==> config.mk <==
export PLATFORM = sky130hd
export DESIGN_NAME = ptsb_queue
export DESIGN_NICKNAME = d
export VERILOG_FILES = /design/src/rtl/core/ptsb_pkg.sv /design/src/rtl/core/ptsb_queue.sv
export SDC_FILE = /design/constraint.sdc
export NUM_CORES = 1
export LEC_CHECK = 0
export ABC_AREA = 1
export BUFFER_PORTS_ARGS = -buffer_cell sky130_fd_sc_hd__buf_2
export CAP_MARGIN = 10
export CELL_PAD_IN_SITES_DETAIL_PLACEMENT = 2
export CELL_PAD_IN_SITES_GLOBAL_PLACEMENT = 2
export CORE_MARGIN = 8
export CORE_UTILIZATION = 34
export CTS_CLUSTER_SIZE = 8
export DETAILED_ROUTE_END_ITERATION = 8
export HOLD_SLACK_MARGIN = 0.1
export PLACE_DENSITY_LB_ADDON = 0.1
export SLEW_MARGIN = 20
export SYNTH_ARGS = -nofsm -noshare
export SYNTH_HDL_FRONTEND = slang
export SYNTH_SLANG_ARGS = --single-unit
==> constraint.sdc <==
create_clock -name clk -period 4.99 [get_ports clk]
set_input_delay 0.2495 -clock clk [delete_from_list [all_inputs] [get_ports clk]]
set_output_delay 0.2495 -clock clk [all_outputs]
set_load 0.01 [all_outputs]
==> src/rtl/core/ptsb_pkg.sv <==
`timescale 1ns / 1ps
// ----------------------------------------------------------------------------
// ptsb_pkg
// shared types, constants and the cordic angle table for the scan binner
// ----------------------------------------------------------------------------
package ptsb_pkg;

	localparam int DefNumBins   = 4096;
	localparam int CordicSteps  = 24;
	localparam logic [15:0] NoReturn = 16'hFFFF;
	localparam logic [15:0] MaxRange = 16'd65534;
	localparam logic [31:0] GainInv  = 32'h9B74EDA8;

	localparam logic [1:0] CmdClear = 2'd0;
	localparam logic [1:0] CmdAdd   = 2'd1;
	localparam logic [1:0] CmdRead  = 2'd2;
	localparam logic [1:0] CmdNone  = 2'd3;

	localparam logic [1:0] RegNearLimit = 2'd0;
	localparam logic [1:0] RegGapLow    = 2'd1;
	localparam logic [1:0] RegGapHigh   = 2'd2;
	localparam logic [1:0] RegWindow    = 2'd3;

	// word handed from front (cordic) to back (bin store)
	typedef struct packed {
		logic [1:0]  cmd;
		logic [31:0] ang;
		logic [15:0] range;
		logic [11:0] read_bin;
	} job_t;

	typedef enum logic [1:0] {
		FrIdle,
		FrIter,
		FrScale,
		FrHold
	} fr_state_t;

	typedef enum logic [2:0] {
		BkIdle,
		BkClear,
		BkLook,
		BkScan,
		BkWrite,
		BkOut
	} bk_state_t;

	function automatic logic [31:0] atan_turn(input logic [4:0] i);
		logic [31:0] r;
		begin
			unique case (i)
				5'd0: r = 32'h20000000;
				5'd1: r = 32'h12E4051E;
				5'd2: r = 32'h09FB385B;
				5'd3: r = 32'h051111D4;
				5'd4: r = 32'h028B0D43;
				5'd5: r = 32'h0145D7E1;
				5'd6: r = 32'h00A2F61E;
				5'd7: r = 32'h00517C55;
				5'd8: r = 32'h0028BE53;
				5'd9: r = 32'h00145F2F;
				5'd10: r = 32'h000A2F98;
				5'd11: r = 32'h000517CC;
				5'd12: r = 32'h00028BE6;
				5'd13: r = 32'h000145F3;
				5'd14: r = 32'h0000A2FA;
				5'd15: r = 32'h0000517D;
				5'd16: r = 32'h000028BE;
				5'd17: r = 32'h0000145F;
				5'd18: r = 32'h00000A30;
				5'd19: r = 32'h00000518;
				5'd20: r = 32'h0000028C;
				5'd21: r = 32'h00000146;
				5'd22: r = 32'h000000A3;
				5'd23: r = 32'h00000051;
				default: r = 32'h0;
			endcase
			return r;
		end
	endfunction

endpackage

==> src/rtl/core/ptsb_queue.sv <==
`timescale 1ns / 1ps
// ----------------------------------------------------------------------------
// ptsb_queue
// two-entry job queue between front and back
// ----------------------------------------------------------------------------
module ptsb_queue
	import ptsb_pkg::*;
(
	input  logic clk,
	input  logic arst_n,
	input  logic wr_valid,
	output logic wr_ready,
	input  job_t wr_data,
	output logic rd_valid,
	input  logic rd_ready,
	output job_t rd_data
);

	job_t       mem_q [2];
	logic       wp_q, rp_q;
	logic [1:0] cnt_q;
	logic       push, pop;

	assign wr_ready = (cnt_q != 2'd2);
	assign rd_valid = (cnt_q != 2'd0);
	assign rd_data  = mem_q[rp_q];
	assign push = wr_valid && wr_ready;
	assign pop  = rd_valid && rd_ready;

	always_ff @(posedge clk or negedge arst_n) begin
		if (!arst_n) begin
			wp_q <= 1'b0;
			rp_q <= 1'b0;
			cnt_q <= '0;
		end else begin
			if (push) wp_q <= ~wp_q;
			if (pop) rp_q <= ~rp_q;
			cnt_q <= cnt_q + 2'(push) - 2'(pop);
		end
	end

	always_ff @(posedge clk) begin
		if (push) mem_q[wp_q] <= wr_data;
	end

	a_no_overflow: assert property (@(posedge clk) disable iff (!arst_n)
		cnt_q == 2'd2 |-> !push) else $error("queue overflow");
	a_no_underflow: assert property (@(posedge clk) disable iff (!arst_n)
		cnt_q == 2'd0 |-> !pop) else $error("queue underflow");
	a_count: assert property (@(posedge clk) disable iff (!arst_n)
		cnt_q <= 2'd2) else $error("queue count");

endmodule

==> summary.txt <==
Die
  – Number of cell rows: 43
  – Core box area: 0.0138 mm2
  – Starting Density: 0.345
  – I/O pin cnt: 130
  – Die width: 135 um
  – Die Y: 135 um
  – Die area: 0.0181 mm2

Placement
  – Dpl ws: 2690 ps
  – Detailed placer's ending HPWL: 8300 um
  – I/O Buffers: 129
  – Gpl congestion: 0.685

Logic synthesis
  – EDFF count, synth: 124
  – Area of the mapped netlist: 0.00478 mm2
  – Syn nets: 423
  – Ranking of synthesized cells by area: edfxtp_1, nand2_1, dfrtp_1
  – Most frequent cell after synthesis: nand2_1
  – Synthesis warning total: 0
  – Syn Area/Cell: 13.5 um2
  – Register area share after synthesis: 0.800
  – Top_reg_cell synth: edfxtp_1
  – #FFs+latches synth: 128
  – Post-Syn Instances: 355
  – Cell taking the most area after synthesis: edfxtp_1
  – Distinct cell type count of the synthesized netlist: 10
  – Commonest cells in the synthesized netlist: nand2_1, edfxtp_1, inv_1
  – Ys async rst share: 0.0313
  – Post-synth top area share: 0.779

Setup path
  – Data required, critical path: 4740 ps
  – Crit path kind: register to output port
  – Critical path launch point type: register
  – CP arrival: 2040 ps
  – CP Capture Type: output port
  – Max FO, Critical Path: 43

Global routing
  – Global-route wire length before repair: 20,700 um
  – Antenna violations before repair: 0
  – Number of global-route vias before repair: 3,957
  – Grt ovf: 0
  – GRT Resource Usage Total: 0.151
  – Largest net degree at the start of global routing: 64

Routing
  – Routed Antenna Nets: 0
  – Drt total wl: 13,000 um
  – Routed wire length per instance: 17.4 um
  – Routed vias/inst: 4.50
  – Total vias in the final route: 3,372
  – Drt first pass iters: 4
  – Drt drc: 0
  – Initial DRC count: 133

Pwr
  – P_leak: 2.90 nW
  – Comb pwr share: 0.304
  – Seq pwr share: 0.410
  – PwrDens: 568 mW/mm2
  – Clock share of power: 0.286
  – Switching Share: 0.339
  – Internal power: 2.52 mW
  – Worst vdd ir: 0.277 mV
  – Sw power: 1.29 mW

Clock tree
  – Sink Count: 128
  – Number of setup buffers added after CTS: 0
  – Post-CTS sizing: 0
  – H-tree Lvls: 4
  – CTS Hold Bufs: 64
  – Clock Latency Late Sink: 410 ps
  – Number of buffers created by CTS: 17
  – CTS root buf: clkbuf_16
  – Maximum clock path buffer count: 2
  – CTS tree: yes
  – Clk slew on worst S/H paths: 50 ps

Layout
  – Layout cells sized above 1: 0.277
  – # diodes: 0
  – Nets: 625
  – # fillers: 1,357
  – Area grow syn2layout: 40.5%

STA
  – Slew @ Worst Pin: 867 ps
  – Max-slew headroom: 0.421
  – Final setup margin: 2700 ps
  – Minimum clock period: 2290 ps
  – F_max: 0.437 GHz
  – Worst Clk Skew: 10.3 ps
  – # setup viols final: 0
  – Final TNS setup: 0 ps
  – Count of pins over their slew limit: 0
  – Tcrit/Tclk final: 0.458
  – Final hold vios: 0
  – RSZ-0062 raised after global routing: no

Hold path
  – HP Class: primary input to register

Flow run
  – Max cap viols: 0

Run status
  – Status: completed
-- power by group through the flow --
| stage | Sequential [mW] | Combinational (mW) | Clock (mW) |
|---|---|---|---|
| 5_1_grt | 1.59 | 1.31 | 1.16 |
| 3_3_place_gp | 1.57 | 1.13 | 0 |
| 6_report | 1.56 | 1.16 | 1.09 |
| 4_1_cts | 1.57 | 1.20 | 1.12 |
| 3_5_place_dp | 1.59 | 1.15 | 0 |
| 2_1_floorplan | 1.55 | 0.722 | 0 |
-- worst max-delay path, stage by stage, from the launching register on --
cell	delay, ps
dfrtp_2	660
buf_4	510
nand2_1	120
nand2_1	140
buf_2	150
-- path summary, 6_finish.rpt --
kind	start	to	slack (ps)	cells after the start
hold reg to reg	wp_q$_DFFE_PN0N_	wp_q$_DFFE_PN0N_	500	2
hold / removal	wr_valid	wp_q$_DFFE_PN0N_	150	3
setup / recovery	rp_q$_DFFE_PN0P_	rd_data[5]	2700	4
setup reg to reg	cnt_q[1]$_DFF_PN0_	mem_q[1][12]$_DFFE_PP_	2750	4
max in group asynchronous	arst_n	rp_q$_DFFE_PN0P_	4650	2
min in group asynchronous	arst_n	cnt_q[0]$_DFF_PN0_	200	2
-- final cells by class --
class | instances | area (um2) | share of cell area
Sequential cell | 128 | 3820 | 0.570
Timing Repair Buffer | 196 | 1310 | 0.195
Multi-Input combinational cell | 205 | 798 | 0.119
Clock buffer | 23 | 448 | 0.0667
Tap cell | 180 | 225 | 0.0336
Clock inverter | 9 | 67.6 | 0.0101
Inverter | 9 | 38.8 | 0.00578
-- sequential cells by signal (all words and copies together) (netlist names) --
| signal | flops |
|---|---|
| mem_q | 124 |
| wp_q | 1 |
| rp_q | 1 |
| cnt_q | 2 |
-- placed cells by master, fill, tap and decap left out, types with 2 or more instances in the layout --
cell and count:
nand3_1 3, clkbuf_16 17, dfrtp_1 3, edfxtp_1 124, buf_2 129, buf_4 3, clkinv_2 3, nand2_1 199
clkbuf_1 6, clkinv_1 4, ha_1 2, dlygate4sd3_1 64, inv_1 7
-- routing by layer --
| layer | vias to the layer above | routed length, um | global-route usage |
|---|---|---|---|
| li1 | 1594 | - | - |
| met1 | 1663 | 5300 | 0.169 |
| met2 | 98 | 6780 | 0.261 |
| met3 | 17 | 722 | 0.0468 |
| met4 | 0 | 226 | 0.0655 |
| met5 | - | 0 | 0 |
-- logic make-up (layout without fill, tap and decap cells) --
| kind of cell | Yosys count | after routing | share of synthesized area |
|---|---|---|---|
| and+or+nand+nor | 203 | 203 | 0.160 |
| DFF | 128 | 128 | 0.800 |
| buffers and inverters | 22 | 237 | 0.0341 |
| adders and majority gates | 2 | 2 | 0.00524 |
-- metrics by stage --
stage	util	cell area (um2)	hold WS, ps	std cells	power [mW]
finish	0.485	6710	151	750	3.81
global route	0.485	6710	171	750	4.06
CTS	0.485	6710	148	750	3.89
detailed placement	0.402	5560	66.9	654	2.74
global placement	0.402	5560	64.2	654	2.70
floorplan	-	4780	-46.1	355	2.27
Power figures use the tool's default switching activity.
