==> config.mk <==
export PLATFORM = sky130hd
export DESIGN_NAME = ptsb_front
export DESIGN_NICKNAME = d
export VERILOG_FILES = /design/src/rtl/core/ptsb_pkg.sv /design/src/rtl/core/ptsb_front.sv
export SDC_FILE = /design/constraint.sdc
export NUM_CORES = 1
export LEC_CHECK = 0
export BUFFER_PORTS_ARGS = -buffer_cell sky130_fd_sc_hd__buf_4
export CORE_UTILIZATION = 65
export DETAILED_ROUTE_END_ITERATION = 8
export PLACE_DENSITY = 0.83
export SETUP_SLACK_MARGIN = 0.4
export SLEW_MARGIN = 20
export SYNTH_ARGS = -nofsm -noshare
export SYNTH_HDL_FRONTEND = slang
export SYNTH_SLANG_ARGS = --single-unit
==> constraint.sdc <==
create_clock -name clk -period 20 [get_ports clk]
set_input_delay 2 -clock clk [delete_from_list [all_inputs] [get_ports clk]]
set_output_delay 2 -clock clk [all_outputs]
set_load 0.01 [all_outputs]
==> src/rtl/core/ptsb_pkg.sv <==
`timescale 1ns / 1ps
// ----------------------------------------------------------------------------
// ptsb_pkg
// shared types, constants and the cordic angle table for the scan binner
// ----------------------------------------------------------------------------
package ptsb_pkg;

	localparam int DefNumBins   = 4096;
	localparam int CordicSteps  = 24;
	localparam logic [15:0] NoReturn = 16'hFFFF;
	localparam logic [15:0] MaxRange = 16'd65534;
	localparam logic [31:0] GainInv  = 32'h9B74EDA8;

	localparam logic [1:0] CmdClear = 2'd0;
	localparam logic [1:0] CmdAdd   = 2'd1;
	localparam logic [1:0] CmdRead  = 2'd2;
	localparam logic [1:0] CmdNone  = 2'd3;

	localparam logic [1:0] RegNearLimit = 2'd0;
	localparam logic [1:0] RegGapLow    = 2'd1;
	localparam logic [1:0] RegGapHigh   = 2'd2;
	localparam logic [1:0] RegWindow    = 2'd3;

	// word handed from front (cordic) to back (bin store)
	typedef struct packed {
		logic [1:0]  cmd;
		logic [31:0] ang;
		logic [15:0] range;
		logic [11:0] read_bin;
	} job_t;

	typedef enum logic [1:0] {
		FrIdle,
		FrIter,
		FrScale,
		FrHold
	} fr_state_t;

	typedef enum logic [2:0] {
		BkIdle,
		BkClear,
		BkLook,
		BkScan,
		BkWrite,
		BkOut
	} bk_state_t;

	function automatic logic [31:0] atan_turn(input logic [4:0] i);
		logic [31:0] r;
		begin
			unique case (i)
				5'd0: r = 32'h20000000;
				5'd1: r = 32'h12E4051E;
				5'd2: r = 32'h09FB385B;
				5'd3: r = 32'h051111D4;
				5'd4: r = 32'h028B0D43;
				5'd5: r = 32'h0145D7E1;
				5'd6: r = 32'h00A2F61E;
				5'd7: r = 32'h00517C55;
				5'd8: r = 32'h0028BE53;
				5'd9: r = 32'h00145F2F;
				5'd10: r = 32'h000A2F98;
				5'd11: r = 32'h000517CC;
				5'd12: r = 32'h00028BE6;
				5'd13: r = 32'h000145F3;
				5'd14: r = 32'h0000A2FA;
				5'd15: r = 32'h0000517D;
				5'd16: r = 32'h000028BE;
				5'd17: r = 32'h0000145F;
				5'd18: r = 32'h00000A30;
				5'd19: r = 32'h00000518;
				5'd20: r = 32'h0000028C;
				5'd21: r = 32'h00000146;
				5'd22: r = 32'h000000A3;
				5'd23: r = 32'h00000051;
				default: r = 32'h0;
			endcase
			return r;
		end
	endfunction

endpackage

==> src/rtl/core/ptsb_front.sv <==
`timescale 1ns / 1ps
// ----------------------------------------------------------------------------
// ptsb_front
// accepts input words, runs the vectoring cordic for adds, emits a job word
// ----------------------------------------------------------------------------
module ptsb_front
	import ptsb_pkg::*;
(
	input  logic        clk,
	input  logic        arst_n,
	input  logic        in_valid,
	output logic        in_ready,
	input  logic [1:0]  command,
	input  logic [15:0] x_mm,
	input  logic [15:0] y_mm,
	input  logic [11:0] read_bin,
	output logic        job_valid,
	input  logic        job_ready,
	output job_t        job
);

	// idle, iterate, scale multiply, hold result
	fr_state_t   ph_q, ph_d;
	logic [4:0]  it_q;
	logic signed [25:0] x_q, y_q;
	logic [31:0] z_q, base_q;
	logic [1:0]  cmd_q;
	logic [11:0] rb_q;
	logic        axis_q;
	logic [31:0] axis_ang_q;
	logic [57:0] prod_q;

	logic signed [25:0] dx, dy, x0, y0;
	logic [31:0] at;
	logic [41:0] rnd;

	assign in_ready  = (ph_q == FrIdle);
	assign job_valid = (ph_q == FrHold);
	assign dx = y_q >>> it_q;
	assign dy = x_q >>> it_q;
	assign at = atan_turn(it_q);
	assign x0 = {{2{x_mm[15]}}, x_mm, 8'd0};
	assign y0 = {{2{y_mm[15]}}, y_mm, 8'd0};
	assign rnd = prod_q[57:16] + 42'd8388608;

	always_ff @(posedge clk or negedge arst_n) begin
		if (!arst_n) begin
			ph_q <= FrIdle;
			it_q <= '0;
		end else begin
			ph_q <= ph_d;
			if (ph_q == FrIter) it_q <= it_q + 5'd1;
			else it_q <= '0;
		end
	end

	always_comb begin
		ph_d = ph_q;
		unique case (ph_q)
			FrIdle: begin
				if (in_valid) ph_d = (command == CmdAdd) ? FrIter : FrHold;
			end
			FrIter: begin
				if (it_q == 5'(CordicSteps - 1)) ph_d = FrScale;
			end
			FrScale: ph_d = FrHold;
			FrHold: if (job_ready) ph_d = FrIdle;
			default: ph_d = FrIdle;
		endcase
	end

	always_ff @(posedge clk) begin
		if (ph_q == FrIdle && in_valid) begin
			cmd_q  <= command;
			rb_q   <= read_bin;
			z_q    <= '0;
			axis_q <= (y_mm == 16'd0) || (x_mm == 16'd0);
			if (y_mm == 16'd0)
				axis_ang_q <= x_mm[15] ? 32'h80000000 : 32'h0;
			else
				axis_ang_q <= y_mm[15] ? 32'hC0000000 : 32'h40000000;
			if (x_mm[15]) begin
				x_q <= -x0;
				y_q <= -y0;
				base_q <= 32'h80000000;
			end else begin
				x_q <= x0;
				y_q <= y0;
				base_q <= '0;
			end
		end else if (ph_q == FrIter) begin
			if (!y_q[25]) begin
				x_q <= x_q + dx;
				y_q <= y_q - dy;
				z_q <= z_q + at;
			end else begin
				x_q <= x_q - dx;
				y_q <= y_q + dy;
				z_q <= z_q - at;
			end
		end else if (ph_q == FrScale) begin
			// a single 26x32 product of the x magnitude and the gain inverse
			prod_q <= 58'(({32'd0, (x_q[25] ? 26'd0 : 26'(x_q))}) * {26'd0, GainInv});
		end
	end

	// rounding and saturation after the registered product
	logic [15:0] range_c;
	always_comb begin
		if (rnd[41:24] > 18'(MaxRange)) range_c = MaxRange;
		else range_c = rnd[39:24];
	end

	always_comb begin
		job.cmd      = cmd_q;
		job.read_bin = rb_q;
		job.range    = range_c;
		job.ang      = axis_q ? axis_ang_q : (z_q + base_q);
	end

endmodule

==> out/results.txt, run 1 <==
# nets final: 3854
Post-Syn Area: 27800 µm²
number of synthesized flops with an enable pin: 88
busiest layer in global routing: met2
Worst-Skew Late Latency: 490 ps
Primary FF master, synth: sky130_fd_sc_hd__edfxtp_1
number of H-tree levels: 4
number of standard-cell rows in the floorplan: 75
Hold Crit Depth: 2
Finished Cell Area: 29500 µm²
die height: 209 µm
largest net degree at the start of global routing: 84
number of DRC markers after the initial detailed-route iteration: 2284
core box area: 42000 µm²
leftover overflow at the end of global routing: 0
post-detail-place hpwl: 68700 µm
initial core utilization: 66.0%
vias in the first global route: 24.2k
buffers from clock root to sink, at most: 2
worst rel slew slack: 24.2%
Max Cap Viol: 0
Max Clock Freq: 0.110 GHz
accumulated negative setup slack: 0 ps
met2 Usage GRT: 68.1%
Routability Congestion: 1.06
slowest cell delay on critical path: 710 ps
number of primary I/O pins: 114
Final Setup Violations: 0
cell breakdown of the critical path: clkinv_1 > nand2_1 > inv_1 > ha_1 > inv_1 > fa_1 > fa_1 > inv_1 > fa_1 > fa_1 > fa_1 > inv_1 > fa_1 > inv_1 > ha_1 > nand3_1 > nor4_1 > a31oi_1 > a31oi_1 > o21ai_0 > a211oi_1 > nor2_1 > o21ai_0 > xor2_1
Worst path slowest cell: sky130_fd_sc_hd__clkinv_1
fraction of registers with async set/reset: 5.51%
fraction of final layout cells with drive strength greater than 1: 9.13%
sequential fraction of the synthesis area: 12.5%
CTS tree: done
Total Routed Length: 84700 µm
cells after synthesis: 3107
post-synthesis cell type count: 101
synthesized netlist net count: 3807
origin of the critical flop-to-flop path: x_q[25]$_DFFE_PP_
most prevalent standard cell on the critical path: sky130_fd_sc_hd__fa_1
clock-pin slew on the worst setup and hold paths: 70 ps
global router's overall resource usage: 39.9%
Root Buffer Master: sky130_fd_sc_hd__clkbuf_16
wire length of the first global-routing pass: 133000 µm
share of the clock period used by the worst path after layout: 45.6%
hold path startpoint: z_q[0]$_SDFFE_PP0P_
Worst Path Max Fanout: 26
critical path endpoint category: register
transition at the pin with the smallest max-transition slack: 1140 ps
element type at the critical path start: register
Hold EP: z_q[0]$_SDFFE_PP0P_
relative area change from synthesis to final layout: 6.39%
post-CTS setup buffers: 0
result of the run: complete, no violations
critical register-to-register path endpoint: prod_q[51]$_DFFE_PP_
antenna violations before repair: 0
mean post-synth cell area: 8.93 µm²
worst setup path class: reg -> reg
global routing met1 resource utilization: 50.1%
total die area: 43500 µm²
first-pass detailed-route iteration total: 6
worst-case clock skew: 17.1 ps
worst min-delay path category: reg -> reg
post-route DRC violation count: 0
Num CTS Buffers: 17
synth warn: 0
Register-to-Register Setup Slack: 10880 ps
diode insertion count for antenna repair: 0
average routed wire per standard cell: 22.8 µm
count of pins over their slew limit: 0
worst r2r path cells: 24
worst hold margin: 485 ps
RSZ-0062 raised after global routing: no
CTS hold repair buffers: 0
Worst Path Arrival: 9350 ps
Data required, critical path: 20220 ps
post-CTS sizing: 0
final critical delay including setup and external delays: 9120 ps
Via density: 6.34
clock sink total: 127
count of buffers inserted at the top-level ports: 113
number of storage elements in the synthesis netlist: 127
final hold violation count: 0
routed via count: 23.5k
GR Layer Usage met3: 4.58%
Die W: 209 µm
standard cell area after detailed placement: 28900 µm²
final antenna-violating net count: 0
## routing by layer
metal	share of wire (%)	up-vias
li1	-	10600
met4	5.2	0
met3	6.7	238
met1	39	11500
met2	49	1101
met5	0	-
## layout make-up
cell class                 count  area, µm²
clock buffer                  22        551
timing repair buffer         132        991
tap                          539        674
fill                        3280      12500
multi-input combinational   2337      21700
clock inverter                10       83.8
sequential                   127       3470
inverter                     539       2020
## cell usage after synthesis (all sizes together) (5+ instances only)
| library cell | count | share of area [%] |
|---|---|---|
| a211o | 6 | 0.19 |
| a211oi | 22 | 0.60 |
| a21o | 46 | 1.2 |
| a21oi | 166 | 3.0 |
| a221oi | 10 | 0.34 |
| a31o | 6 | 0.19 |
| a31oi | 35 | 0.79 |
| a32oi | 5 | 0.16 |
| and2 | 19 | 0.43 |
| and3 | 21 | 0.47 |
| buf | 44 | 1.2 |
| clkbuf | 60 | 0.81 |
| dfrtp | 7 | 0.63 |
| dfxtp | 32 | 2.3 |
| edfxtp | 88 | 9.5 |
| fa | 310 | 22 |
| ha | 340 | 15 |
| inv | 536 | 7.2 |
| mux2 | 32 | 1.3 |
| mux2i | 68 | 2.5 |
| mux4 | 39 | 3.2 |
| nand2 | 196 | 2.7 |
| nand2b | 39 | 0.88 |
| nand3 | 64 | 1.2 |
| nand4 | 19 | 0.43 |
| nand4b | 5 | 0.16 |
| nor2 | 206 | 2.8 |
| nor2b | 60 | 1.4 |
| nor3 | 43 | 0.87 |
| nor3b | 5 | 0.14 |
| nor4 | 7 | 0.18 |
| o211ai | 25 | 0.69 |
| o21a | 24 | 0.65 |
| o21ai | 129 | 2.3 |
| o21bai | 13 | 0.35 |
| o22ai | 25 | 0.56 |
| o31a | 5 | 0.16 |
| o31ai | 19 | 0.51 |
| o41ai | 5 | 0.16 |
| or2 | 20 | 0.45 |
| or3 | 18 | 0.41 |
| or4 | 10 | 0.27 |
| xnor2 | 109 | 3.4 |
| xor2 | 86 | 2.7 |
## state kept, by name, summed over array words and instances, names as in the netlist
name and cells:
prod_q 18, cmd_q 2, y_q 26, axis_q 1
rb_q 12, base_q 1, axis_ang_q 2, it_q 5
z_q 32, x_q 26, ph_q 2
## worst max-delay path: cells and delay by family, from the launching register on
family	cells	cell delay (ps)
buffers and inverters	6	1350
adders and majority gates	8	3990
and+or+nand+nor	4	1230
AOI/OAI and AO/OA	5	1800
DFF	1	360
xor gates and xnor gates	1	100
## placed cells by master, fill, tap and decap left out, types with 61 or more instances in the layout
master,netlist,final
sky130_fd_sc_hd__xnor2_1,109,109
sky130_fd_sc_hd__o21ai_0,126,126
sky130_fd_sc_hd__nor2_1,206,206
sky130_fd_sc_hd__fa_1,310,310
sky130_fd_sc_hd__nand2_1,195,193
sky130_fd_sc_hd__edfxtp_1,88,88
sky130_fd_sc_hd__nand3_1,61,61
sky130_fd_sc_hd__ha_1,340,339
sky130_fd_sc_hd__mux2i_1,68,68
sky130_fd_sc_hd__buf_4,16,132
sky130_fd_sc_hd__a21oi_1,166,165
sky130_fd_sc_hd__inv_1,533,533
sky130_fd_sc_hd__xor2_1,86,86
## how the worst max path moves through the flow
stage                 startpoint              endpoint  cells past startpoint
2_1_floorplan  x_q[25]$_DFFE_PP_  prod_q[55]$_DFFE_PP_                     26
3_3_place_gp   x_q[25]$_DFFE_PP_  prod_q[51]$_DFFE_PP_                     24
3_5_place_dp   x_q[25]$_DFFE_PP_  prod_q[51]$_DFFE_PP_                     24
4_1_cts        x_q[25]$_DFFE_PP_  prod_q[51]$_DFFE_PP_                     24
5_1_grt        x_q[25]$_DFFE_PP_  prod_q[55]$_DFFE_PP_                     27
6_report       x_q[25]$_DFFE_PP_  prod_q[51]$_DFFE_PP_                     24
## per-stage QoR
| step | cells | worst slack, ps | utilization (%) |
|---|---|---|---|
| floorplan | 3107 | 12440 | - |
| global placement | 3674 | 11380 | 68.7 |
| detailed placement | 3674 | 11160 | 68.7 |
| CTS | 3706 | 11090 | 70.2 |
| global route | 3706 | 10620 | 70.2 |
| finish | 3706 | 10880 | 70.2 |
## cells by family (layout without fill, tap and decap cells)
logic type | Yosys count | after routing | share of synthesized area [%]
xor+xnor | 196 | 196 | 6.23
fa+ha+maj | 650 | 650 | 37.7
buf+inv | 643 | 703 | 9.26
simple gates | 754 | 754 | 13.5
compound gates | 598 | 598 | 13.9
mux | 139 | 139 | 7.01
flops | 127 | 127 | 12.5
Power of run 1 is left out: the tool's default activity adds up to more than one toggle a clock period on the data nets, which glitch-free logic cannot reach.
==> run 2, diff against run 1 <==
--- a/config.mk
+++ b/config.mk
@@ -6,9 +6,9 @@
 export NUM_CORES = 1
 export LEC_CHECK = 0
 export BUFFER_PORTS_ARGS = -buffer_cell sky130_fd_sc_hd__buf_4
-export CORE_UTILIZATION = 65
+export CORE_UTILIZATION = 59
 export DETAILED_ROUTE_END_ITERATION = 8
-export PLACE_DENSITY = 0.83
+export PLACE_DENSITY = 0.8
 export SETUP_SLACK_MARGIN = 0.4
 export SLEW_MARGIN = 20
 export SYNTH_ARGS = -nofsm -noshare
==> constraint.sdc (replaced) <==
create_clock -name clk -period 7.9 [get_ports clk]
set_input_delay 0.79 -clock clk [delete_from_list [all_inputs] [get_ports clk]]
set_output_delay 0.79 -clock clk [all_outputs]
set_load 0.01 [all_outputs]
==> run 2 against run 1 <==
  * First-iteration DRC count decreased by 1.3%
  * Critical path depth increased by 4
  * Design area increased by 3.4%
  * Setup slack got worse by 10000 ps
  * Critical path type unchanged
  * Largest cell class unchanged
==> out/results.txt, run 2 (synthesized netlist as in run 1, its figures left out) <==
worst setup path class: reg -> reg
slowest cell delay on critical path: 630 ps
Root Buffer Master: sky130_fd_sc_hd__clkbuf_16
leftover overflow at the end of global routing: 0
worst rel slew slack: 31.3%
kind of cell with the highest combined delay on the critical path: adder cells
fraction of final layout cells with drive strength greater than 1: 13.4%
GR Layer Usage met3: 5.60%
number of cells on the critical path: 28
buffers from clock root to sink, at most: 2
Worst Path Arrival: 7560 ps
met2 Usage GRT: 62.3%
worst r2r path cells: 28
fillcell total: 3914
Die W: 219 µm
diode insertion count for antenna repair: 0
footprint of the multi-input gates: 22000 µm²
element type at the critical path start: register
busiest layer in global routing: met2
Routability Congestion: 1.08
global router's overall resource usage: 36.6%
final critical delay including setup and external delays: 7340 ps
Via density: 6.15
initial core utilization: 59.7%
number of buffers and inverters on the critical path: 9
Regs by FF count: z_q: 32 flops, x_q: 26 flops, y_q: 26 flops
Worst Path Max Fanout: 8
post-detail-place hpwl: 71900 µm
final hold violation count: 0
post-route DRC violation count: 0
footprint of the flip-flops and latches: 3470 µm²
routed via count: 23.7k
clock-pin slew on the worst setup and hold paths: 70 ps
Max Cap Viol: 0
commonest non-fill, non-tap cell in the layout: sky130_fd_sc_hd__inv_1
worst-case clock skew: 24.5 ps
number of standard-cell rows in the floorplan: 79
accumulated negative setup slack: 0 ps
register bank with the most flops: z_q
result of the run: complete, no violations
flip-flop count of the largest register, all copies and words added: 32
vias in the first global route: 23.9k
average routed wire per standard cell: 22.4 µm
total die area: 47900 µm²
Total Routed Length: 86600 µm
global routing met1 resource utilization: 45.4%
Num CTS Buffers: 17
Worst-Skew Late Latency: 500 ps
commonest cells after routing, fill and taps aside: sky130_fd_sc_hd__inv_1 (516), sky130_fd_sc_hd__ha_1 (333), sky130_fd_sc_hd__fa_1 (303)
critical path endpoint category: register
antenna violations before repair: 1
Data required, critical path: 8120 ps
share of the clock period used by the worst path after layout: 92.9%
first-pass detailed-route iteration total: 8
CTS hold repair buffers: 0
clock sink total: 127
largest net degree at the start of global routing: 53
number of primary I/O pins: 114
# nets final: 3940
CTS tree: done
final antenna-violating net count: 0
number of DRC markers after the initial detailed-route iteration: 2255
Worst path slowest cell: sky130_fd_sc_hd__fa_2
relative area change from synthesis to final layout: 9.96%
Max Clock Freq: 0.136 GHz
number of H-tree levels: 4
Final Setup Violations: 0
count of buffers inserted at the top-level ports: 113
core box area: 46500 µm²
wire length of the first global-routing pass: 133000 µm
most prevalent standard cell on the critical path: sky130_fd_sc_hd__fa_1
RSZ-0062 raised after global routing: yes
die height: 219 µm
count of pins over their slew limit: 0
transition at the pin with the smallest max-transition slack: 1020 ps
worst min-delay path category: in -> async
## run 2: area by class of cell
type	count	share of cell area [%]
clock buffers	17	1.39
clock inverters	15	0.590
inverters	539	6.66
multi-input cells	2337	72.0
flip-flops and latches	127	11.4
well taps	607	2.49
repair buffers	218	5.53
## run 2: metal layers
metal,wire [µm],share of wire [%],vias to the layer above
li1,-,-,10800
met3,6210,7.2,236
met2,41700,48,1040
met4,4370,5.1,2
met1,34300,40,11600
met5,13,0.015,-
## run 2: final timing paths
check	slack, ps	to	start
worst max-delay path	560	prod_q[50]$_DFFE_PP_	x_q[25]$_DFFE_PP_
worst min-delay path	100	it_q[1]$_DFF_PN0_	arst_n
worst max register to register	560	prod_q[50]$_DFFE_PP_	x_q[25]$_DFFE_PP_
worst min register to register	480	z_q[11]$_SDFFE_PP0P_	z_q[11]$_SDFFE_PP0P_
max in group asynchronous	7630	it_q[0]$_DFF_PN0_	arst_n
min in group clk	470	rb_q[11]$_DFFE_PP_	read_bin[11]
## run 2: what timing repair did
item,4_1_cts,5_1_grt
setup endpoints to repair,10,10
gates resized for setup,16,62
cloned,0,1
setup buffers,0,16
pin swaps,3,10
## run 2: through the flow
step	setup WS [ps]	area (µm²)	std cells	utilization [%]	hold slack, ps
2_1_floorplan	403	27800	3107	-	454
3_3_place_gp	120	29500	3810	63.5	466
3_5_place_dp	46.0	29500	3810	63.5	477
4_1_cts	434	30200	3842	65.0	78.0
5_1_grt	270	30500	3860	65.7	86.1
6_report	564	30500	3860	65.7	101
## run 2: worst register-to-register path, delay by kind of cell, from the launching register on
family / cells / cell delay, ps
and+or+nand+nor: 2 / 200
AOI/OAI and AO/OA: 9 / 1580
buffers and inverters: 9 / 1040
DFF: 1 / 450
adders and majority gates: 8 / 3790
Power of run 2 is left out for the same reason.
